`config.mk`:
```
export PLATFORM = sky130hd
export DESIGN_NAME = aks_norm
export DESIGN_NICKNAME = d
export VERILOG_FILES = /design/src/hw/rtl/aks_pkg.sv /design/src/hw/rtl/aks_norm.sv
export SDC_FILE = /design/constraint.sdc
export NUM_CORES = 2
export LEC_CHECK = 0
export ABC_CLOCK_PERIOD_IN_PS = 3500
export BUFFER_PORTS_ARGS = -buffer_cell sky130_fd_sc_hd__buf_2
export CAP_MARGIN = 20
export CORE_MARGIN = 1
export CORE_UTILIZATION = 30
export CTS_CLUSTER_DIAMETER = 100
export CTS_CLUSTER_SIZE = 24
export DETAILED_ROUTE_END_ITERATION = 16
export GPL_ROUTABILITY_DRIVEN = 1
export PLACE_DENSITY = 0.46
export SLEW_MARGIN = 20
export SYNTH_ARGS = -nofsm -noshare
export SYNTH_HDL_FRONTEND = slang
export SYNTH_SLANG_ARGS = --single-unit
```
`constraint.sdc`:
```
create_clock -name clk_i -period 3.5 [get_ports clk_i]
set_input_delay 0.35 -clock clk_i [delete_from_list [all_inputs] [get_ports clk_i]]
set_output_delay 0.35 -clock clk_i [all_outputs]
set_load 0.05 [all_outputs]
```
`src/hw/rtl/aks_pkg.sv`:
```
// Shared types and constants of the animation keyframe sampler.
package aks_pkg;

  typedef enum logic [1:0] {
    MODE_CLAMP  = 2'd0,
    MODE_WRAP   = 2'd1,
    MODE_MIRROR = 2'd2,
    MODE_NONE   = 2'd3
  } aks_mode_e;

  localparam int unsigned QUOT_BITS = 17;
  localparam logic [16:0] BLEND_ONE = 17'h1_0000;
  localparam logic [15:0] BLEND_MAX = 16'hFFFF;

  typedef struct packed {
    logic        neg;
    logic        tzero;
    logic [15:0] frames;
    aks_mode_e   mode;
    logic [15:0] qs;
  } aks_ctl_t;

  typedef struct packed {
    logic [15:0] frame_now;
    logic [15:0] frame_after;
    logic        updated;
    logic [16:0] blend;
    logic [15:0] qs;
  } aks_quant_t;

endpackage

```
`src/hw/rtl/aks_norm.sv`:
```
// Timeline normalization: magnitude product, rounding shift and saturation.
module aks_norm import aks_pkg::*; #(
  parameter int unsigned FRAC_BITS = 16
) (
  input  logic               clk_i,
  input  logic               rst_ni,
  input  logic               valid_i,
  input  logic signed [31:0] time_line_i,
  input  logic        [31:0] duration_scale_i,
  input  logic        [15:0] frame_total_i,
  input  logic        [1:0]  play_mode_i,
  input  logic        [15:0] quant_steps_i,
  output logic               valid_o,
  output aks_ctl_t           ctl_o,
  output logic        [31:0] qsat_o
);

  localparam int unsigned NORM_SHIFT = 32 - FRAC_BITS;
  localparam logic [63:0] LOW_MASK = (64'd1 << NORM_SHIFT) - 64'd1;

  logic        [31:0] tl_u;
  logic        [31:0] mag;
  logic        [63:0] prod_d;
  aks_ctl_t           ctl_d;
  logic               v1_q;
  aks_ctl_t           ctl1_q;
  logic        [63:0] prod_q;
  logic        [63:0] qhi;
  logic        [63:0] qrnd;
  logic        [31:0] qsat_d;
  logic               v2_q;
  aks_ctl_t           ctl2_q;
  logic        [31:0] qsat_q;

  always_comb begin
    tl_u         = $unsigned(time_line_i);
    ctl_d.neg    = tl_u[31];
    ctl_d.tzero  = (tl_u == 32'd0);
    ctl_d.frames = frame_total_i;
    ctl_d.mode   = aks_mode_e'(play_mode_i);
    ctl_d.qs     = quant_steps_i;
    mag          = tl_u[31] ? (32'd0 - tl_u) : tl_u;
    prod_d       = 64'(mag) * 64'(duration_scale_i);
  end

  always_ff @(posedge clk_i or negedge rst_ni) begin
    if (!rst_ni) begin
      v1_q <= 1'b0;
    end else begin
      v1_q <= valid_i;
    end
  end

  always_ff @(posedge clk_i) begin
    ctl1_q <= ctl_d;
    prod_q <= prod_d;
  end

  always_comb begin
    qhi  = prod_q >> NORM_SHIFT;
    qrnd = qhi + 64'(|(prod_q & LOW_MASK));
    if (!ctl1_q.neg) begin
      qsat_d = (qhi > 64'h7FFF_FFFF) ? 32'h7FFF_FFFF : qhi[31:0];
    end else begin
      qsat_d = (qrnd > 64'h8000_0000) ? 32'h8000_0000 : qrnd[31:0];
    end
  end

  always_ff @(posedge clk_i or negedge rst_ni) begin
    if (!rst_ni) begin
      v2_q <= 1'b0;
    end else begin
      v2_q <= v1_q;
    end
  end

  always_ff @(posedge clk_i) begin
    ctl2_q <= ctl1_q;
    qsat_q <= qsat_d;
  end

  assign valid_o = v2_q;
  assign ctl_o   = ctl2_q;
  assign qsat_o  = qsat_q;

endmodule

```
==> flow_summary.yaml <==
run_status:
  status: "complete, but fails checks"
  violations: "setup timing"
run:
  maxCapViolCount: 0
critical_path:
  crit_top_cell: "fa_1"
  path_delay_family: "adder cells"
  critPathLaunchType: "primary input"
  arrival_ps: 9480
  cpPeakStageDelay_ps: 560
  critPathBufInv: 6
  required_ps: 3830
  critPathKind: "primary input to register"
  reg2reg_setup_slack_ps: 50
  endpoint_kind: "register"
  slowest_stage: "fa_1"
  crit_path_max_fanout: 11
clocking:
  cts_root_buffer: "clkbuf_16"
  clock-sinks: 170
  clkTransAtPathRegs_ps: 60
  clockBufferDepth: 2
  cts.htree.levels: 4
  clk-insertion-delay-late_ps: 440
  cts_made_buffers: 17
  cts_tree: "done"
logic_synthesis:
  yosysUniqueCellTypes: 70
  synth_top_area_frac: 0.4549
  synth.ff_latch_count: 170
  syn_area_um2: 39430
  syn_area_per_cell_um2: 9.109
  synthCells: 4329
  synth_edf_count: 0
  ys_warn_count: 0
  synth_top_area_cell: "fa_1"
  syn_nets: 5592
  synthFlopType: "dfxtp_1"
  yosys-top-cells-area: "fa_1 45%, and2_1 9.9%, inv_1 8.6%, dfxtp_1 8.5%, ha_1 8.4%"
  ys_seq_area_frac: 0.08656
  async_reset_ff_frac: 0.01176
sta:
  rsz0062_at_grt: "yes"
  finClkSkew_ps: 10.95
  setup_ws_ps: -5645
  finalSetupViolations: 59
  fmax_ghz: 0.1094
  slew_headroom: 0.5196
  fin_crit_sh: 2.613
  tightest_slew_ps: 720.6
  hold_violations: 0
  finalCriticalPeriod_ps: 9145
  maxSlewViolCount: 0
finish:
  area_growth_pct: 28.09
  fin_util: 0.3886
  fill_cells: 13160
  layout-drive-gt1-share: 0.2313
  nNetsFinal: 6217
floorplanning:
  die_w_um: 364.5
  dieHeight_um: 364.5
  coreArea_um2: 130000
  initial_core_util: 0.3034
  ioPinCount: 170
  die_area_um2: 132900
  rows: 132
route:
  avgRoutedWirePerCell_um: 18.29
  drtIter0Drc: 1249
  detail_route.first_pass.iterations: 5
  drt_drc_violations_left: 0
  avgViaCountPerCell: 4.549
  via_count: 30540
  drt-total-wl_um: 122800
  ant_nets: 0
global_route:
  grt_pass1_wl_um: 194600
  grt_max_degree: 48
  antenna_found_initial: 5
  grt_pass1_vias: 33190
  grtUsageTotal: 0.1895
  grt-ovfl-total: 0
place:
  dp_hpwl_um: 106300
  gp_congestion: 0.8664
  port_buffers: 169
worst_hold_path:
  hold_path_class: "primary input to async pin"
-- state kept, by name, indices dropped and copies added (netlist names) --
signal / flops
qsat_o: 32
v1_q: 1
ctl_o: 36
ctl1_q: 36
valid_o: 1
prod_q: 64
-- cell families after synthesis --
family / after synthesis / share of synthesized area
XOR/XNOR: 99 / 0.02199
buffers and inverters: 1146 / 0.1093
adder cells (fa/ha/maj): 1162 / 0.5393
AO/OA/AOI/OAI: 357 / 0.05626
flip-flops: 170 / 0.08656
multiplexers: 4 / 0.001079
AND/OR/NAND/NOR: 1391 / 0.1855
-- repair_timing --
item,CTS,global route
gates resized for setup,249,55
setup endpoints to repair,91,91
hold buffers,36,0
setup buffers,51,13
pin swaps,101,39
cloned,3,1
endpoints found under the hold margin,37,0
-- cell type report --
cell class	instances	area (µm²)	share of cell area
multi-input cells	3013	33930	0.6717
repair buffers	845	6984	0.1383
flip-flops and latches	170	3415	0.06760
inverters	907	3407	0.06746
well taps	1742	2180	0.04315
clock buffers	23	467.9	0.009265
clock inverters	9	111.4	0.002205
diodes	6	15.01	0.0002973
-- through the flow --
stage          hold slack (ps)  TNS [ps]  cell area, µm²  cells  worst slack [ps]
2_1_floorplan            54.41   -257950           40340   4329             -5404
3_3_place_gp             133.8   -318390           47370   6575             -6535
3_5_place_dp             138.2   -317170           47370   6575             -6463
4_1_cts                  188.5   -277910           50060   6696             -5719
5_1_grt                  247.6   -290890           50500   6713             -5863
6_report                 228.9   -273350           50510   6715             -5645
-- routing by layer --
metal  global-route usage  vias up  part of all wire
met2               0.3260      548              0.49
met4              0.02290        0            0.0083
met3              0.01677       49             0.037
met1               0.2646    15720              0.47
li1                     -    14220                 -
met5                    0        -                 0
-- Yosys cell counts, drive strengths merged (17+ instances only) --
cell type  instances
a21o              28
a21oi            134
and2             627
and3              22
clkbuf           236
dfxtp            168
fa               896
ha               266
inv              907
nand2            507
nand3             45
nand4             40
nor2              46
nor3              29
nor4              17
o21ai             65
o21bai            17
o22ai             21
xnor2             67
xor2              32
-- path summary, 6_finish.rpt --
path / from / endpoint / cells after the start
worst max-delay path: time_line_i[3] / prod_q[49] / 30
worst min-delay path: rst_ni / valid_o / 2
worst max register to register: prod_q[1] / qsat_o[15] / 16
worst min register to register: ctl1_q[9] / ctl_o[9] / 0
max in group asynchronous: rst_ni / v1_q / 2
min in group clk_i: ctl1_q[9] / ctl_o[9] / 0
-- cell usage in the layout (no fill, tap or decap), types with 41 or more instances in the layout --
master and instances:
fa_1 876, buf_4 537, nand3_1 41, ha_1 213, buf_12 56, ha_4 51, a21oi_1 100, buf_2 166
inv_1 892, and2_1 619, dfxtp_1 167, nand2_1 488, buf_6 42
Power is left out: the tool's default activity adds up to more than one toggle a clock period on the data nets, which glitch-free logic cannot reach.
