### src/hw/rtl/aks_pkg.sv
// Shared types and constants of the animation keyframe sampler.
package aks_pkg;

  typedef enum logic [1:0] {
    MODE_CLAMP  = 2'd0,
    MODE_WRAP   = 2'd1,
    MODE_MIRROR = 2'd2,
    MODE_NONE   = 2'd3
  } aks_mode_e;

  localparam int unsigned QUOT_BITS = 17;
  localparam logic [16:0] BLEND_ONE = 17'h1_0000;
  localparam logic [15:0] BLEND_MAX = 16'hFFFF;

  typedef struct packed {
    logic        neg;
    logic        tzero;
    logic [15:0] frames;
    aks_mode_e   mode;
    logic [15:0] qs;
  } aks_ctl_t;

  typedef struct packed {
    logic [15:0] frame_now;
    logic [15:0] frame_after;
    logic        updated;
    logic [16:0] blend;
    logic [15:0] qs;
  } aks_quant_t;

endpackage

### src/hw/rtl/aks_div.sv
// Pipelined restoring divider for the blend quantizer, one quotient bit per stage.
module aks_div import aks_pkg::*; (
  input  logic                 clk_i,
  input  logic                 rst_ni,
  input  logic                 valid_i,
  input  aks_quant_t           quant_i,
  input  logic [15:0]          k_i,
  output logic                 valid_o,
  output aks_quant_t           quant_o,
  output logic [QUOT_BITS-1:0] quot_o
);

  logic                 valid_q [QUOT_BITS];
  aks_quant_t           pay_q   [QUOT_BITS];
  logic [15:0]          rem_q   [QUOT_BITS];
  logic [QUOT_BITS-1:0] quot_q  [QUOT_BITS];

  for (genvar s = 0; s < QUOT_BITS; s++) begin : g_stage
    logic                 v_in;
    aks_quant_t           pay_in;
    logic [15:0]          rem_in;
    logic [QUOT_BITS-1:0] quot_in;
    logic                 nbit;
    logic [16:0]          rem2;
    logic                 ge;
    logic [16:0]          diff;
    logic [15:0]          rem_d;

    if (s == 0) begin : g_first
      assign v_in    = valid_i;
      assign pay_in  = quant_i;
      assign rem_in  = {1'b0, k_i[15:1]};
      assign quot_in = '0;
      assign nbit    = k_i[0];
    end else begin : g_next
      assign v_in    = valid_q[s-1];
      assign pay_in  = pay_q[s-1];
      assign rem_in  = rem_q[s-1];
      assign quot_in = quot_q[s-1];
      assign nbit    = 1'b0;
    end

    always_comb begin
      rem2  = {rem_in, nbit};
      ge    = rem2 >= {1'b0, pay_in.qs};
      diff  = rem2 - {1'b0, pay_in.qs};
      rem_d = ge ? diff[15:0] : rem2[15:0];
    end

    always_ff @(posedge clk_i or negedge rst_ni) begin
      if (!rst_ni) begin
        valid_q[s] <= 1'b0;
      end else begin
        valid_q[s] <= v_in;
      end
    end

    always_ff @(posedge clk_i) begin
      pay_q[s]  <= pay_in;
      rem_q[s]  <= rem_d;
      quot_q[s] <= {quot_in[QUOT_BITS-2:0], ge};
    end
  end

  assign valid_o = valid_q[QUOT_BITS-1];
  assign quant_o = pay_q[QUOT_BITS-1];
  assign quot_o  = quot_q[QUOT_BITS-1];

endmodule

### config.mk
export PLATFORM = sky130hd
export DESIGN_NAME = aks_div
export DESIGN_NICKNAME = d
export VERILOG_FILES = /design/src/hw/rtl/aks_pkg.sv /design/src/hw/rtl/aks_div.sv
export SDC_FILE = /design/constraint.sdc
export NUM_CORES = 2
export LEC_CHECK = 0
export BUFFER_PORTS_ARGS = -buffer_cell sky130_fd_sc_hd__buf_2
export CORE_MARGIN = 4
export CORE_UTILIZATION = 25
export DETAILED_ROUTE_END_ITERATION = 12
export HOLD_SLACK_MARGIN = 0.1
export MAX_ROUTING_LAYER = met4
export SLEW_MARGIN = 15
export SYNTH_ARGS = -nofsm -noshare
export SYNTH_HDL_FRONTEND = slang
export SYNTH_SLANG_ARGS = --single-unit
### constraint.sdc
create_clock -name clk_i -period 6.15 [get_ports clk_i]
set_input_delay 0.615 -clock clk_i [delete_from_list [all_inputs] [get_ports clk_i]]
set_output_delay 0.615 -clock clk_i [all_outputs]
set_load 0.05 [all_outputs]
==> metrics <==
minimum clock period=3310 ps; post-synthesis mux area share=0.0107; sw frac=0.310; most common cell after layout, fill and taps aside=dfxtp_1; Final setup viols=0; syn_area_per_cell=between 10 and 15 µm²; antenna-violating nets left=0; slowest stage delay, CP=730 ps; vias post-DR=25,987; core area=between 150,000 and 200,000 µm²; CP Cell Sequence=inv_1 > ha_1 > nor2b_1 > o21ai_0 > a21oi_1 > nor3_1 > o31ai_1 > a311oi_1 > a21o_1 > mux2_2; Root Buffer=clkbuf_16; Critical Path RT=~7000 ps; Final Util=0.306; routed len/inst=10.9 µm; global-route wire length before repair=123,000 µm; synth unique cells=76; critical path type=flop to flop; H-tree level count=4; CTS buffer count=158; Mapped Cells=3,847; layout cells sized above 1=0.113; CP Launch Type=flop; I/O Buffers=168; Die Area=191,000 µm²; pwr dens=540 nW/µm²; Setup TNS Final=0 ps; DR pass1 iterations=5; Post-Synth Adder-Cell Area=0.0806; initial antenna violation count=1; drt initial violations=935; combinational cell fraction of total power=0.274; DRC=0; CP max FO=29; Final Cycle Share=0.539; Synth top area share=0.666; Synth area leader=dfxtp_1; Cell Area, Synth=46,000 µm²; sequential fraction of design power=0.418; largest net degree at the start of global routing=32; wirelength, routed=74,100 µm; Slew HR=0.307; total of max-cap violations=0; design area=56,000 µm²; Crit-path slowest cell=a21o_1; clk_skew=~46 ps; # IOs=169; Synth Area in Compound Gates=0.0971; Chip Height=roughly 440 µm; number of global-route vias before repair=26,102; R2R depth=10; VDD IR-drop max=0.000241 V; Area Growth Syn to Fin=21.6%; main combinational cell family by area after synthesis=compound AO/OA/AOI/OAI gates; vias per inst=3.81; TritonCTS clock tree=done; nets@finish=4,592; row cnt=157; post-CTS setup buffers=0; status=completed; Worst-Margin Slew=1040 ps; XOR/XNOR share of the synthesized area=0.0361; post-placement cell area=49,800 µm²; remaining global-route overflow=0; register bit count reported by yosys=1,548; count of final max-slew check failures=0; Synth Area in Simple Gates=0.0680; Clk pwr share=0.308; dpl hpwl=51,100 µm; Synth async-reset ratio=0.0110; All-Layer GR Usage=0.0796; Post-synth EDFFs=0; endpoints failing hold=0; min-delay worst type=input pin to asynchronous set/reset pin; Worst EP arrival=between 3000 and 4000 ps; Seq/Total Area, Yosys=0.675; Setup crit end kind=flop; syn_nets=4,219; Synth Flop Type=dfxtp_1; synth top area cells=dfxtp_1 67%, ha_1 7.4%, inv_1 2.9%, o21ai_0 2.6%, xnor2_1 2.1%; CTS Buffer Depth=3; worst skew pair latency=~800 ps; routability cong.=approximately 0.85; clk slew on worst S/H paths=roughly 60 ps; P_int=20,800 µW; commonest cells after routing, fill and taps aside=1,531 x dfxtp_1, 350 x inv_1, 271 x ha_1; RSZ-0062 raised after global routing=no; Initial Util=0.252; Die W=437 µm; P_leak=0.0246 µW; net switching power=9380 µW; synth warn=0; fmax=0.302 GHz; TritonCTS Sinks=about 1,500; post-CTS sizing=0
==> worst max-delay path: cells and delay by family, from the launching register on <==
kind            cells  cell delay (ps)
compound gates      5             1740
mux                 1              410
buf+inv             1               70
fa+ha+maj           1              310
simple gates        2              290
flops               1              380
==> routing by layer <==
metal	wire length, µm	global-route usage
met1	31300	0.0832
met2	36200	0.137
met3	3530	0.0232
met4	3020	0.0386
met5	0	-
==> state kept, by name, summed over array words and instances (netlist names) <==
register      count
g_stage.v_in     16
pay_q          1122
quot_q          153
rem_q           256
valid_o           1
==> layout make-up <==
type | instances | area (µm²)
repair buffers | 257 | 1720
fillers | 18466 | 127000
inverters | 350 | 1310
flip-flops and latches | 1548 | 31100
diodes | 1 | 2.50
multi-input cells | 1905 | 13500
clock buffers | 227 | 4510
well taps | 2464 | 3080
clock inverters | 61 | 772
==> what timing repair did <==
item                                   4_1_cts  5_1_grt
hold buffers                                84        0
setup endpoints to repair                    0        0
endpoints found under the hold margin      100        0
==> metrics by stage <==
step | std cells | setup WS (ps) | hold slack (ps) | power [µW]
floorplan | 3847 | 3350 | 310 | 19300
global placement | 6440 | 2910 | 309 | 20900
detailed placement | 6440 | 2840 | 312 | 21100
CTS | 6812 | 2820 | 208 | 30700
global route | 6813 | 2560 | 235 | 32400
finish | 6813 | 2840 | 285 | 30200
==> cell families after synthesis <==
logic type               after synthesis
XOR/XNOR                             190
AO/OA/AOI/OAI                        711
adder cells (fa/ha/maj)              287
AND/OR/NAND/NOR                      673
buffers and inverters                394
flip-flops                          1548
multiplexers                          44
==> path summary, 6_finish.rpt <==
path / endpoint / start / slack (ps)
setup / recovery: rem_q[0][118]$_DFF_P_ / pay_q[0][397]$_DFF_P_ / 2840
hold / removal: g_stage[2].v_in$_DFF_PN0_ / rst_ni / 290
setup reg to reg: rem_q[0][118]$_DFF_P_ / pay_q[0][397]$_DFF_P_ / 2840
hold reg to reg: pay_q[0][286]$_DFF_P_ / pay_q[0][220]$_DFF_P_ / 300
max in group asynchronous: g_stage[16].v_in$_DFF_PN0_ / rst_ni / 5600
min in group clk_i: pay_q[0][286]$_DFF_P_ / pay_q[0][220]$_DFF_P_ / 300
==> power groups by stage <==
stage | clock (µW) | sequential (µW) | combinational [µW]
2_1_floorplan | 0 | 12800 | 6480
6_report | 9300 | 12600 | 8280
3_3_place_gp | 0 | 12900 | 8000
4_1_cts | 9730 | 12700 | 8310
5_1_grt | 10100 | 12800 | 9380
3_5_place_dp | 0 | 12900 | 8220
==> synth_stat cells, types with 6 or more instances <==
library cell / n
ha_1: 271
nand4_1: 35
a41oi_1: 7
a211o_1: 7
xnor2_1: 110
inv_1: 350
clkbuf_1: 37
and3_1: 18
nor3_1: 50
a21boi_0: 11
nand2b_1: 35
dfxtp_1: 1531
nor2b_1: 48
a211oi_1: 27
o21bai_1: 20
nor2_1: 155
o31ai_1: 25
and2_1: 6
or2_2: 11
a21o_1: 77
o211ai_1: 14
nor4_1: 9
nand2_1: 242
xor2_1: 80
o311ai_0: 6
or3_1: 10
mux2_2: 40
a2111oi_0: 6
a21oi_1: 159
o21a_1: 34
o21ai_0: 239
dfrtp_1: 17
a31oi_1: 19
nand3_1: 39
fa_1: 16
(Power assumes the default switching activity.)
