[src/hw/rtl/aks_pkg.sv]
// Shared types and constants of the animation keyframe sampler.
package aks_pkg;

  typedef enum logic [1:0] {
    MODE_CLAMP  = 2'd0,
    MODE_WRAP   = 2'd1,
    MODE_MIRROR = 2'd2,
    MODE_NONE   = 2'd3
  } aks_mode_e;

  localparam int unsigned QUOT_BITS = 17;
  localparam logic [16:0] BLEND_ONE = 17'h1_0000;
  localparam logic [15:0] BLEND_MAX = 16'hFFFF;

  typedef struct packed {
    logic        neg;
    logic        tzero;
    logic [15:0] frames;
    aks_mode_e   mode;
    logic [15:0] qs;
  } aks_ctl_t;

  typedef struct packed {
    logic [15:0] frame_now;
    logic [15:0] frame_after;
    logic        updated;
    logic [16:0] blend;
    logic [15:0] qs;
  } aks_quant_t;

endpackage

[src/hw/rtl/aks_frame.sv]
// Keyframe position, play mode selection and quantizer product.
module aks_frame import aks_pkg::*; #(
  parameter int unsigned FRAC_BITS = 16
) (
  input  logic        clk_i,
  input  logic        rst_ni,
  input  logic        valid_i,
  input  aks_ctl_t    ctl_i,
  input  logic [31:0] qsat_i,
  output logic        valid_o,
  output aks_quant_t  quant_o,
  output logic [15:0] k_o
);

  localparam int unsigned PW = FRAC_BITS + 16;

  logic [31:0]          qneg;
  logic [FRAC_BITS-1:0] fr;
  logic [15:0]          span3;
  logic [PW-1:0]        p_d;
  logic                 v3_q;
  aks_ctl_t             ctl3_q;
  logic [PW-1:0]        p3_q;
  logic                 odd3_q;
  logic                 hi3_q;
  logic [15:0]          key;
  logic [FRAC_BITS-1:0] pfrac;
  logic [23:0]          w24;
  logic [15:0]          lerp;
  logic [15:0]          span4;
  aks_quant_t           quant_d;
  logic                 v4_q;
  aks_quant_t           q4_q;
  logic [31:0]          bq;
  logic                 v5_q;
  aks_quant_t           q5_q;
  logic [15:0]          k5_q;

  always_comb begin
    qneg  = 32'd0 - qsat_i;
    fr    = ctl_i.neg ? qneg[FRAC_BITS-1:0] : qsat_i[FRAC_BITS-1:0];
    span3 = ctl_i.frames - 16'd1;
    p_d   = PW'(fr) * PW'(span3);
  end

  always_ff @(posedge clk_i or negedge rst_ni) begin
    if (!rst_ni) begin
      v3_q <= 1'b0;
    end else begin
      v3_q <= valid_i;
    end
  end

  always_ff @(posedge clk_i) begin
    ctl3_q <= ctl_i;
    p3_q   <= p_d;
    odd3_q <= qsat_i[FRAC_BITS];
    hi3_q  <= !ctl_i.neg && (|qsat_i[31:FRAC_BITS]);
  end

  always_comb begin
    key     = p3_q[PW-1:FRAC_BITS];
    pfrac   = p3_q[FRAC_BITS-1:0];
    w24     = 24'(pfrac) << (24 - FRAC_BITS);
    lerp    = w24[23:8];
    span4   = ctl3_q.frames - 16'd1;
    quant_d = '0;
    quant_d.qs = ctl3_q.qs;
    if (ctl3_q.frames == 16'd0 || ctl3_q.mode == MODE_NONE) begin
      quant_d.updated = 1'b0;
    end else if (ctl3_q.frames == 16'd1) begin
      quant_d.updated = 1'b1;
    end else begin
      quant_d.updated = 1'b1;
      case (ctl3_q.mode) inside
        MODE_CLAMP: begin
          if (ctl3_q.neg || ctl3_q.tzero) begin
            quant_d.frame_now   = 16'd0;
            quant_d.frame_after = 16'd0;
          end else if (hi3_q) begin
            quant_d.frame_now   = span4;
            quant_d.frame_after = span4;
          end else begin
            quant_d.frame_now   = key;
            quant_d.frame_after = key + 16'd1;
            quant_d.blend       = 17'(lerp);
          end
        end
        MODE_WRAP, MODE_MIRROR: begin
          if (ctl3_q.neg) begin
            quant_d.frame_now   = key + 16'd1;
            quant_d.frame_after = key;
            quant_d.blend       = BLEND_ONE - 17'(lerp);
          end else begin
            quant_d.frame_now   = key;
            quant_d.frame_after = key + 16'd1;
            quant_d.blend       = 17'(lerp);
          end
          if (ctl3_q.mode == MODE_MIRROR && odd3_q) begin
            quant_d.frame_now   = span4 - quant_d.frame_now;
            quant_d.frame_after = span4 - quant_d.frame_after;
          end
        end
        default: begin
          quant_d.updated = 1'b0;
        end
      endcase
    end
  end

  always_ff @(posedge clk_i or negedge rst_ni) begin
    if (!rst_ni) begin
      v4_q <= 1'b0;
    end else begin
      v4_q <= v3_q;
    end
  end

  always_ff @(posedge clk_i) begin
    q4_q <= quant_d;
  end

  assign bq = 32'(q4_q.blend) * 32'(q4_q.qs);

  always_ff @(posedge clk_i or negedge rst_ni) begin
    if (!rst_ni) begin
      v5_q <= 1'b0;
    end else begin
      v5_q <= v4_q;
    end
  end

  always_ff @(posedge clk_i) begin
    q5_q <= q4_q;
    k5_q <= bq[31:16];
  end

  assign valid_o = v5_q;
  assign quant_o = q5_q;
  assign k_o     = k5_q;

endmodule

[config.mk]
export PLATFORM = sky130hd
export DESIGN_NAME = aks_frame
export DESIGN_NICKNAME = d
export VERILOG_FILES = /design/src/hw/rtl/aks_pkg.sv /design/src/hw/rtl/aks_frame.sv
export SDC_FILE = /design/constraint.sdc
export NUM_CORES = 2
export LEC_CHECK = 0
export BUFFER_PORTS_ARGS = -buffer_cell sky130_fd_sc_hd__buf_4
export CORE_MARGIN = 1.5
export CORE_UTILIZATION = 55
export CTS_CLUSTER_SIZE = 20
export DETAILED_ROUTE_END_ITERATION = 12
export PLACE_DENSITY = 0.71
export SLEW_MARGIN = 10
export SYNTH_ARGS = -nofsm -noshare
export SYNTH_HDL_FRONTEND = slang
export SYNTH_SLANG_ARGS = --single-unit
[constraint.sdc]
create_clock -name clk_i -period 7.2 [get_ports clk_i]
set_input_delay 1.08 -clock clk_i [delete_from_list [all_inputs] [get_ports clk_i]]
set_output_delay 1.08 -clock clk_i [all_outputs]
set_load 0.02 [all_outputs]
==> impl_metrics.toml <==
[floorplan]
die_h_um = 218
core_um2 = 45500
initial_utilization_pct = 55.9
pin_count = 154
rows = 78
die_area_um2 = 47500
die_w_um = 218

[yosys]
synth_cell_types = 80
synth_ff_type = "dfxtp_1"
synth_seq_cells = 221
syn_nets = 3556
synthTopCellsByArea = "fa_1 32%, dfxtp_1 17%, ha_1 12%"
async_reset_ff_share_pct = 1.36
syn_area_um2 = 25400
yosysSeqAreaShare_pct = 17.5
synth_top_cell_by_area = "fa_1"
yosysWarnings = 0
synthCells = 2841
synth_edf_count = 0
synth_top_area_share_pct = 31.7
synth_area_per_cell_um2 = 8.95

[timing]
fin_crit_sh_pct = 101
setup_slack_ps = -67.5
drv_slew = 0
holdWs_ps = 315
rsz0062_at_grt = "yes"
fin_crit_ps = 7270
max_clock_freq_ghz = 0.138
clock_skew_ps = 15.0
tightest_slew_ps = 962
final_hold_viol_count = 0
slew_headroom_pct = 35.9
setup_viol_count_final = 2

[run_status]
outcome = "complete, but fails checks"
violations = "negative setup slack"

[route]
vias = 20500
ant_nets = 0
routed_via_density = 5.39
dr.pass1.iters = 8
wirelength_mm = 67.7
wl_per_cell_um = 17.8
route.detailed.drc = 0
dr.first_iter.drc_count = 1276

[placed_design]
dp_cells = 3731
port_buffers = 153
gp_congestion = 0.919
hpwl_mm = 55.5

[critical_path]
worst-setup-path-type = "in -> reg"
cpMostUsedCell = "inv_1"
r2r_cells = 22
crit_family = "adder cells"
r2r-end = "k_o[9]"
required_ps = 7620
cp_data_arrival_time_ps = 7690
critPathLaunchType = "input pin"
critPathMaxStageDelay_ps = 550
cp_max_fo = 4
r2r_slack_ps = 450
path_buf_inv = 10
crit_path_start = "ctl_i[18]"
r2r_start = "q4_q[3]"
cp_slowest_cell = "fa_2"
worst_setup_path_end_kind = "flop"

[grt]
grt_use_total_pct = 29.0
grt_pass1_vias = 21700
grt_pass1_wl_mm = 109
grt_max_degree = 46
antenna_found_initial = 1
gr-total-overflow = 0

[clock_tree]
ctsHtreeMaxLevel = 1
cts_sinks = 221
cts-hold-fix-buffers = 0
clock_latency_ps = 540
cts_tree = "yes"
clockBufferDepth = 3
cts_root_buf = "clkbuf_16"
clkTransAtPathRegs_ps = 60
cts_buffers = 23

[cells_and_area]
final_util_pct = 66.5
drive_gt1_share_pct = 18.1
antenna_cells = 0
fillers = 3668
fin_cells = 3796
nets = 3895
area_delta_synth_final_pct = 18.9

[flow_run]
cap_violations = 0

[hold_path]
min-delay-path-class = "in -> async"
layer usage:
| metal | GRT usage, % | vias to the layer above | share of wire (%) |
|---|---|---|---|
| li1 | - | 9455 | - |
| met1 | 37.4 | 10200 | 41 |
| met2 | 50.6 | 672 | 50 |
| met3 | 3.19 | 150 | 5.9 |
| met4 | 10.1 | 0 | 3.3 |
| met5 | 0 | - | 0 |
through the flow:
| stage | cell area [um2] | worst slack (ps) | TNS [ps] |
|---|---|---|---|
| 6_report | 30200 | -67.5 | -117 |
| 5_1_grt | 30200 | -303 | -1790 |
| 4_1_cts | 30000 | -39.1 | -47.5 |
| 3_5_place_dp | 28800 | -921 | -11550 |
| 3_3_place_gp | 28800 | -810 | -10020 |
| 2_1_floorplan | 25500 | -644 | -4640 |
cell usage in the layout, fill, tap and decap left out, drive strengths merged, types with 14 or more instances in the layout:
cell type  netlist  layout
and2           148     148
o31ai           15      15
o211ai          14      14
a311oi          14      14
dfxtp          218     218
nor2b           14      14
nand3           17      17
clkbuf          96      28
a21o            16      16
xnor2           95      95
nor2           181     181
inv            509     511
nor3            30      30
ha             242     242
and3            14      14
buf             10     420
nand2b          19      19
o21ai           75      75
nand2          420     420
xor2            71      71
fa             402     402
a21oi           77      77
worst max path at each step:
| stage | endpoint | slack, ps | depth (start not counted) |
|---|---|---|---|
| after floorplan | p3_q[28] | -640 | 29 |
| after global routing | p3_q[29] | -300 | 32 |
| after detailed placement | p3_q[27] | -920 | 31 |
| after CTS | p3_q[28] | -40 | 28 |
| final | p3_q[28] | -70 | 32 |
| after global placement | p3_q[27] | -810 | 31 |
cells in the mapped netlist, drive strengths merged, types with 14 or more instances:
cell    number
and2       148
ha         242
nand2      420
nand2b      19
dfxtp      218
inv        509
clkbuf      96
nand3       17
xor2        71
o211ai      14
nor2b       14
and3        14
nor3        30
a311oi      14
nor2       181
o21ai       75
a21oi       77
xnor2       95
fa         402
a21o        16
o31ai       15
flip-flops by register name, indices dropped and copies added (netlist names):
signal   cells
p3_q        32
ctl3_q      36
odd3_q       1
k_o         16
v3_q         1
quant_o     66
q4_q        66
hi3_q        1
v4_q         1
valid_o      1
layout make-up:
type | instances | area, um2 | area share, %
multi-input combinational | 2002 | 19100 | 63.3
clock buffer | 28 | 614 | 2.03
tap | 600 | 751 | 2.48
timing repair buffer | 420 | 3230 | 10.7
inverter | 512 | 1950 | 6.44
sequential | 221 | 4440 | 14.7
clock inverter | 13 | 92.6 | 0.306
worst register-to-register path, stage by stage (launching register included):
cell,delay (ps)
dfxtp_1,640
nand2_1,130
fa_1,500
inv_1,60
fa_1,530
inv_1,50
fa_1,500
inv_1,50
fa_1,550
inv_1,50
fa_1,470
inv_1,50
fa_1,490
ha_1,320
a21oi_1,130
o21ai_0,190
or3_1,360
o21a_1,230
a41oi_2,390
o21ai_1,190
a311oi_1,450
o21bai_1,150
xor2_1,160
cell families (layout without fill, tap and decap cells):
group | count (synthesis) | after routing | synth area share, %
AOI/OAI and AO/OA | 292 | 292 | 7.47
muxes | 4 | 4 | 0.172
DFF | 221 | 221 | 17.5
xor gates and xnor gates | 166 | 166 | 5.82
buffers and inverters | 618 | 973 | 9.18
and+or+nand+nor | 896 | 896 | 16.3
adders and majority gates | 644 | 644 | 43.6
timing repair:
item,CTS,global route
endpoints found under the hold margin,0,0
setup endpoints to repair,10,16
buffers inserted,16,9
pin swaps,39,30
gates resized for setup,75,43
Power is left out: the tool's default activity adds up to more than one toggle a clock period on the data nets, which glitch-free logic cannot reach.
